$ cat src/rtl/core/pcl_pkg.sv
// ----------------------------------------------------------------------------
// pcl_pkg
// Types and codes shared by the positional character list.
// ----------------------------------------------------------------------------
package pcl_pkg;

   // Command codes carried in the request
   typedef enum logic [1:0] {
      CMD_ADD    = 2'd0,
      CMD_DELETE = 2'd1,
      CMD_GET    = 2'd2,
      CMD_PRINT  = 2'd3
   } cmd_type;

   // Result status codes
   typedef enum logic [2:0] {
      ST_GET     = 3'd0,
      ST_ELEM    = 3'd1,
      ST_EMPTY   = 3'd2,
      ST_INVALID = 3'd3,
      ST_FULL    = 3'd4
   } status_type;

   typedef struct packed {
      cmd_type    cmd;
      logic [7:0] position;
      logic [7:0] elem;
   } req_type;

   typedef struct packed {
      status_type status;
      logic [7:0] value;
      logic       last;
   } rsp_type;

endpackage

$ cat src/rtl/core/positional_char_list.sv
// ----------------------------------------------------------------------------
// positional_char_list
// Ordered byte list with 1-based insert, delete, get and print, kept in one
// single-port-per-direction memory and moved one element at a time.
// ----------------------------------------------------------------------------
//
//  channel   ports                        transfer when
//  --------  ---------------------------  ----------------------------------
//  request   start, busy, req_payload     start high and busy low at edge
//  result    rsp_strobe, rsp_payload      every edge that ends a strobe cycle
//
//  Steps: after the transfer busy stays high while add alternates S_ADD and
//  S_ADD_WR, delete S_DEL and S_DEL_WR, print S_PRD and S_PEM, and get
//  passes S_GET; each element moved or printed takes a memory read state
//  and a write or emit state on the single storage array.
//  Invalid position, list full and empty print answer in the cycle after
//  the transfer and leave busy low.
//  Reset clears the count and the sequencer; the storage is left as is.
//  The result side has no back pressure: each result shows for one cycle.
//
module positional_char_list
   import pcl_pkg::*;
#(
   parameter int CAPACITY = 64
) (
   input  logic    clock,
   input  logic    reset,
   input  logic    start,
   output logic    busy,
   input  req_type req_payload,
   output logic    rsp_strobe,
   output rsp_type rsp_payload
);

   // Index into the store and count (which must reach CAPACITY itself)
   localparam int IDX_W = (CAPACITY > 1) ? $clog2(CAPACITY) : 1;
   localparam int CNT_W = $clog2(CAPACITY + 1);

   typedef enum logic [2:0] {
      S_IDLE,
      S_ADD,      // issue read of the element below, or drop in the new one
      S_ADD_WR,   // write the element one place up
      S_DEL,      // issue read of the element above, or finish
      S_DEL_WR,   // write the element one place down
      S_GET,      // read data ready, answer
      S_PRD,      // issue read of the next element to print
      S_PEM       // emit that element
   } state_type;

   state_type        state_ff;
   logic [CNT_W-1:0] count_ff;
   logic [CNT_W-1:0] ptr_ff;
   logic [CNT_W-1:0] stop_ff;
   logic [7:0]       elem_ff;
   logic             rsp_strobe_ff;
   rsp_type          rsp_ff;

   // Storage
   logic [7:0]       mem [CAPACITY];
   logic [7:0]       rd_data_ff;
   logic [CNT_W-1:0] rd_ptr_in;
   logic             we_in;
   logic [CNT_W-1:0] wr_ptr_in;
   logic [7:0]       wr_data_in;

   // Request decode
   logic             accept;
   logic [8:0]       pos_ext;
   logic [8:0]       cnt_ext;
   logic             pos_zero;
   logic             pos_ok_add;
   logic             pos_ok_rd;
   logic             full;
   logic [CNT_W-1:0] pos_cnt;
   logic [CNT_W-1:0] ptr_dec;
   logic [CNT_W-1:0] ptr_inc;

   assign accept     = start && (state_ff == S_IDLE);
   assign busy       = (state_ff != S_IDLE);
   assign pos_ext    = {1'b0, req_payload.position};
   assign cnt_ext    = 9'(count_ff);
   assign pos_zero   = (req_payload.position == 8'd0);
   assign pos_ok_add = !pos_zero && (pos_ext <= cnt_ext + 9'd1);
   assign pos_ok_rd  = !pos_zero && (pos_ext <= cnt_ext);
   assign full       = (count_ff == CNT_W'(CAPACITY));
   assign pos_cnt    = CNT_W'(req_payload.position);
   assign ptr_dec    = ptr_ff - 1'b1;
   assign ptr_inc    = ptr_ff + 1'b1;

   // Read address and write port driven by the sequencer
   always_comb begin
      rd_ptr_in  = ptr_ff;
      we_in      = 1'b0;
      wr_ptr_in  = ptr_ff;
      wr_data_in = rd_data_ff;
      unique case (state_ff)
         S_IDLE: begin
            rd_ptr_in = pos_cnt - 1'b1;
         end
         S_ADD: begin
            rd_ptr_in = ptr_dec;
            if (ptr_ff == stop_ff) begin
               we_in      = 1'b1;
               wr_data_in = elem_ff;
            end
         end
         S_ADD_WR: begin
            we_in = 1'b1;
         end
         S_DEL_WR: begin
            we_in     = 1'b1;
            wr_ptr_in = ptr_dec;
         end
         S_DEL, S_GET, S_PRD, S_PEM: begin
            rd_ptr_in = ptr_ff;
         end
         default: begin
            rd_ptr_in = ptr_ff;
         end
      endcase
   end

   always_ff @(posedge clock) begin
      if (we_in) begin
         mem[wr_ptr_in[IDX_W-1:0]] <= wr_data_in;
      end
      rd_data_ff <= mem[rd_ptr_in[IDX_W-1:0]];
   end

   // Sequencer and registered result
   always_ff @(posedge clock) begin
      if (reset) begin
         state_ff      <= S_IDLE;
         count_ff      <= '0;
         ptr_ff        <= '0;
         stop_ff       <= '0;
         rsp_strobe_ff <= 1'b0;
      end else begin
         rsp_strobe_ff <= 1'b0;
         unique case (state_ff)
            S_IDLE: begin
               if (accept) begin
                  elem_ff <= req_payload.elem;
                  unique case (req_payload.cmd)
                     CMD_ADD: begin
                        if (!pos_ok_add) begin
                           rsp_strobe_ff <= 1'b1;
                           rsp_ff        <= '{ST_INVALID, 8'd0, 1'b1};
                        end else if (full) begin
                           rsp_strobe_ff <= 1'b1;
                           rsp_ff        <= '{ST_FULL, 8'd0, 1'b1};
                        end else begin
                           // walk down from the old end to the insert slot
                           ptr_ff   <= count_ff;
                           stop_ff  <= pos_cnt - 1'b1;
                           state_ff <= S_ADD;
                        end
                     end
                     CMD_DELETE: begin
                        if (!pos_ok_rd) begin
                           rsp_strobe_ff <= 1'b1;
                           rsp_ff        <= '{ST_INVALID, 8'd0, 1'b1};
                        end else begin
                           ptr_ff   <= pos_cnt;
                           state_ff <= S_DEL;
                        end
                     end
                     CMD_GET: begin
                        if (!pos_ok_rd) begin
                           rsp_strobe_ff <= 1'b1;
                           rsp_ff        <= '{ST_INVALID, 8'd0, 1'b1};
                        end else begin
                           state_ff <= S_GET;
                        end
                     end
                     CMD_PRINT: begin
                        if (count_ff == '0) begin
                           rsp_strobe_ff <= 1'b1;
                           rsp_ff        <= '{ST_EMPTY, 8'd0, 1'b1};
                        end else begin
                           ptr_ff   <= '0;
                           state_ff <= S_PRD;
                        end
                     end
                     default: begin
                        state_ff <= S_IDLE;
                     end
                  endcase
               end
            end
            S_ADD: begin
               if (ptr_ff == stop_ff) begin
                  count_ff <= count_ff + 1'b1;
                  state_ff <= S_IDLE;
               end else begin
                  state_ff <= S_ADD_WR;
               end
            end
            S_ADD_WR: begin
               ptr_ff   <= ptr_dec;
               state_ff <= S_ADD;
            end
            S_DEL: begin
               if (ptr_ff == count_ff) begin
                  count_ff <= count_ff - 1'b1;
                  state_ff <= S_IDLE;
               end else begin
                  state_ff <= S_DEL_WR;
               end
            end
            S_DEL_WR: begin
               ptr_ff   <= ptr_inc;
               state_ff <= S_DEL;
            end
            S_GET: begin
               rsp_strobe_ff <= 1'b1;
               rsp_ff        <= '{ST_GET, rd_data_ff, 1'b1};
               state_ff      <= S_IDLE;
            end
            S_PRD: begin
               state_ff <= S_PEM;
            end
            S_PEM: begin
               rsp_strobe_ff <= 1'b1;
               rsp_ff        <= '{ST_ELEM, rd_data_ff, (ptr_inc == count_ff)};
               if (ptr_inc == count_ff) begin
                  state_ff <= S_IDLE;
               end else begin
                  ptr_ff   <= ptr_inc;
                  state_ff <= S_PRD;
               end
            end
            default: begin
               state_ff <= S_IDLE;
            end
         endcase
      end
   end

   assign rsp_strobe  = rsp_strobe_ff;
   assign rsp_payload = rsp_ff;

   // The element count never passes the store size
   a_count_bound: assert property (@(posedge clock) disable iff (reset)
      count_ff <= CNT_W'(CAPACITY))
      else $error("count exceeds capacity");

   // Moving elements never produces a result
   a_shift_quiet: assert property (@(posedge clock) disable iff (reset)
      (state_ff == S_ADD || state_ff == S_ADD_WR ||
       state_ff == S_DEL || state_ff == S_DEL_WR) |=> !rsp_strobe_ff)
      else $error("result during shift");

   // A print result without the last mark leaves the block still printing
   a_print_more: assert property (@(posedge clock) disable iff (reset)
      (rsp_strobe && !rsp_payload.last) |-> busy)
      else $error("print stream ended without last mark");

   // A get either answers at once with an error or goes on to read
   a_get_progress: assert property (@(posedge clock) disable iff (reset)
      (accept && req_payload.cmd == CMD_GET) |=> (busy || rsp_strobe))
      else $error("get accepted with no progress");

endmodule
$ cat config.mk
export PLATFORM = sky130hd
export DESIGN_NAME = positional_char_list
export DESIGN_NICKNAME = d
export VERILOG_FILES = /design/src/rtl/core/pcl_pkg.sv /design/src/rtl/core/positional_char_list.sv
export SDC_FILE = /design/constraint.sdc
export NUM_CORES = 1
export LEC_CHECK = 0
export BUFFER_PORTS_ARGS = -buffer_cell sky130_fd_sc_hd__buf_2
export CORE_MARGIN = 4
export CORE_UTILIZATION = 41
export DETAILED_ROUTE_END_ITERATION = 8
export PLACE_DENSITY = 0.53
export SLEW_MARGIN = 0
export SYNTH_ARGS = -nofsm -noshare
export SYNTH_HDL_FRONTEND = slang
export SYNTH_SLANG_ARGS = --single-unit
$ cat constraint.sdc
create_clock -name clock -period 3.75 [get_ports clock]
set_clock_uncertainty 0.05 [all_clocks]
set_input_delay 0.5625 -clock clock [delete_from_list [all_inputs] [get_ports clock]]
set_output_delay 0.5625 -clock clock [all_outputs]
set_load 0.02 [all_outputs]
==> key figures <==
Route
  – Uppermost layer routed: met5
  – Metal-1 WL: ~31000 um
  – Via count: 16556
  – Met3 WL: 3750 um
  – Drt pass-1 iters: 8
  – WL per Instance: 23.69 um
  – Met2 wire len: 33620 um
  – Post-DR vias/cell: 5.561
  – Initial DRC Count: 1474
  – Detailed Route WL: 70540 um
  – ANT nets after route: 0
  – DRC viols: 0

CTS
  – CTS H-Tree Depth: 2
  – CTS tree: done
  – Clock transition at path regs: 0.06 ns
  – Clk buf depth: 3
  – Post-CTS Hold Fix Bufs: 0
  – Number of buffers created by CTS: 61
  – Root Buffer: clkbuf_16
  – Clock latency on the worst-skew pair: between 0.6 and 0.7 ns
  – Sink Count: 565

Critical path
  – CP max-delay cell: a21oi_1
  – Critical path, cell by cell: inv_1 -> ha_1 -> nor3b_4 -> mux2i_1 -> a221oi_2 -> buf_4 -> nand4_1 -> a21oi_1 -> nor4_2 -> and4_1
  – Slowest stage delay, CP: between 0.5 and 0.6 ns
  – CP arrival: between 4 and 5 ns
  – FF-to-FF path depth: 10
  – Capturing point of the worst reg2reg path: rd_data_ff[1]$_DFF_P_
  – Crit path required time: 4.21 ns
  – Critical path class: flop to flop
  – CP Capture Type: flop
  – CP Max Fanout: 9
  – Worst setup SP type: flop
  – Reg-to-reg setup timing slack: between 0.15 and 0.2 ns
  – Reg2reg start: ptr_ff[1]$_SDFFE_PP0P_

Pwr
  – Register share of total power: 0.435
  – Psw: ~6000 uW
  – Leak: around 0.01 uW
  – VDD IR-drop max: about 0.00065 V
  – Internal: 12600 uW
  – Comb pwr share: 0.249
  – Final Power: 18590 uW
  – Clock power frac: 0.317
  – PD cells: 649.8 nW/um2
  – Net Sw Frac: 0.3224

Timing
  – Min cycle time layout: between 3 and 4 ns
  – FMAX: roughly 280 MHz
  – Final Hold Vio Count: 0
  – RSZ-0062 raised after global routing: false
  – Max-slew violation count: 0
  – Headroom to the max-slew limit: 0.3636
  – Final Setup Violations: 0
  – Tightest Pin Transition: between 0.9 and 1 ns
  – Final cycle utilization of the critical path: 0.9500

Final layout
  – Nets: around 2200
  – Share of layout cells above drive strength 1: 0.1498
  – Final Core Density: 0.4820
  – Post-route cell area: roughly 29000 um2
  – Most frequent cells in the layout: 532 x edfxtp_1, 495 x nand2_1, 146 x nand3_1
  – Commonest non-fill, non-tap cell in the layout: edfxtp_1
  – Area grow syn2layout: 15.74%

Synthesis
  – Flops & latches, synth: 565
  – Cells after synthesis: 2039
  – Post-synth EDFFs: 532
  – Yosys cell types: 81
  – Syn avg cell area: 12.12 um2
  – Warnings, synthesis: 0
  – Post-Syn Nets: roughly 2100
  – Register area share after synthesis: 0.6730
  – Netlist Area Pre-Place: 24720 um2
  – Most used DFF post-synth: edfxtp_1
  – Synth async-reset ratio: 0

Placement
  – Placed Instance Area: approximately 27000 um2
  – DP HPWL: 44130 um
  – Routability congestion estimate: between 0.8 and 0.9
  – Port bufs: 34

Status
  – Run status: completed

Floorplanning
  – Full die area: around 64000 um2
  – Chip height: 253.5 um
  – I/O pins: 35
  – Initial Util: 0.4165
  – # rows: 89
  – CORE AREA: 59350 um2
  – Die W: ~250 um

GRT
  – GRT Total Usage: 0.2181
  – Largest net degree at the start of global routing: 70
  – Number of global-route vias before repair: 16526
  – First-pass GRT wire length: 105900 um
  – Initial antenna violation count: 1
  – Grt total ovfl: 0

Job
  – Max cap viols: 0

Min path
  – Hold path cells: 1
  – HP Class: input pin to flop
  – Hold EP: elem_ff[3]$_DFFE_PP_
  – Hold_sp: req_payload[3]
-- state kept, by name (all words and copies together) (netlist names) --
register / flops
state_ff: 3
rd_data_ff: 8
elem_ff: 8
stop_ff: 7
count_ff: 7
ptr_ff: 7
mem: 512
rsp_strobe: 1
rsp_payload: 12
-- power by group through the flow --
stage	sequential, uW	clock, uW	combinational (uW)
floorplan	8130	0	2500
global placement	8220	0	4600
detailed placement	8220	0	4650
CTS	8080	6010	4660
global route	8080	6270	4990
finish	8080	5890	4620
-- worst max path at each step --
stage / start / to / slack (ns) / depth (start not counted)
CTS: ptr_ff[0]$_SDFFE_PP0P_ / rd_data_ff[1]$_DFF_P_ / 0.01 / 10
finish: ptr_ff[1]$_SDFFE_PP0P_ / rd_data_ff[1]$_DFF_P_ / 0.19 / 10
global route: ptr_ff[1]$_SDFFE_PP0P_ / rd_data_ff[1]$_DFF_P_ / 0.009 / 10
floorplan: count_ff[2]$_SDFFE_PP0P_ / rsp_payload[0]$_DFFE_PP_ / 0.57 / 12
detailed placement: req_payload[10] / rd_data_ff[2]$_DFF_P_ / -0.31 / 10
global placement: req_payload[10] / rd_data_ff[2]$_DFF_P_ / -0.41 / 10
-- per-layer routing --
| metal | track usage | vias up |
|---|---|---|
| li1 | - | 7709 |
| met1 | 0.2959 | 8241 |
| met2 | 0.3603 | 463 |
| met3 | 0.03562 | 141 |
| met4 | 0.07392 | 2 |
| met5 | 0 | - |
-- layout make-up --
cell class	instances	area [um2]
fill	5320	30740
sequential	565	16640
multi-input combinational	1323	7493
clock buffer	74	1597
timing repair buffer	176	1449
tap	773	967.2
clock inverter	38	362.8
inverter	27	101.3
antenna	1	2.502
-- cell families (layout without fill, tap and decap cells) --
logic type               count (synthesis)  after routing  synth area share
multiplexers                            41             41           0.02440
other                                    0              1                 0
flip-flops                             565            565            0.6730
adder cells (fa/ha/maj)                 33             33           0.01701
buffers and inverters                  151            315           0.02754
AND/OR/NAND/NOR                        918            918            0.1663
AO/OA/AOI/OAI                          291            291           0.07643
XOR/XNOR                                40             40           0.01529
-- Yosys cell counts (16+ instances only) --
master | number | area share
nand3_1 | 146 | 0.030
inv_1 | 26 | 0.0039
dfxtp_1 | 33 | 0.027
buf_2 | 54 | 0.011
and3_1 | 55 | 0.014
a21oi_1 | 120 | 0.024
a311oi_1 | 26 | 0.0092
a31oi_1 | 21 | 0.0053
nor4_1 | 17 | 0.0043
o21ai_0 | 30 | 0.0061
clkbuf_1 | 49 | 0.0074
a211oi_1 | 16 | 0.0049
ha_1 | 32 | 0.016
xnor2_1 | 24 | 0.0085
edfxtp_1 | 532 | 0.65
nor3_1 | 18 | 0.0036
nand2_1 | 495 | 0.075
nor2_1 | 123 | 0.019
-- worst max-delay path: cells and delay by family, from the launching register on --
| family | cells | cell delay (ns) |
|---|---|---|
| DFF | 1 | 0.31 |
| buffers and inverters | 2 | 0.31 |
| muxes | 1 | 0.17 |
| and+or+nand+nor | 4 | 1.30 |
| adders and majority gates | 1 | 0.37 |
| AOI/OAI and AO/OA | 2 | 0.93 |
-- per-stage QoR --
step / instances / worst slack, ns / TNS (ns) / hold WS (ns)
finish: 2977 / 0.1875 / 0 / 0.05907
floorplan: 2039 / 0.5722 / 0 / 0.4368
detailed placement: 2864 / -0.3149 / -1.251 / 0.4551
global placement: 2864 / -0.4130 / -1.805 / 0.4540
CTS: 2976 / 0.01298 / 0 / 0.02875
global route: 2976 / 0.009174 / 0 / 0.04254
-- repair_timing --
item,CTS,global route
gates resized for setup,2,6
setup endpoints to repair,2,6
buffers inserted,0,0
No activity file was read; power rests on OpenSTA's default activity.
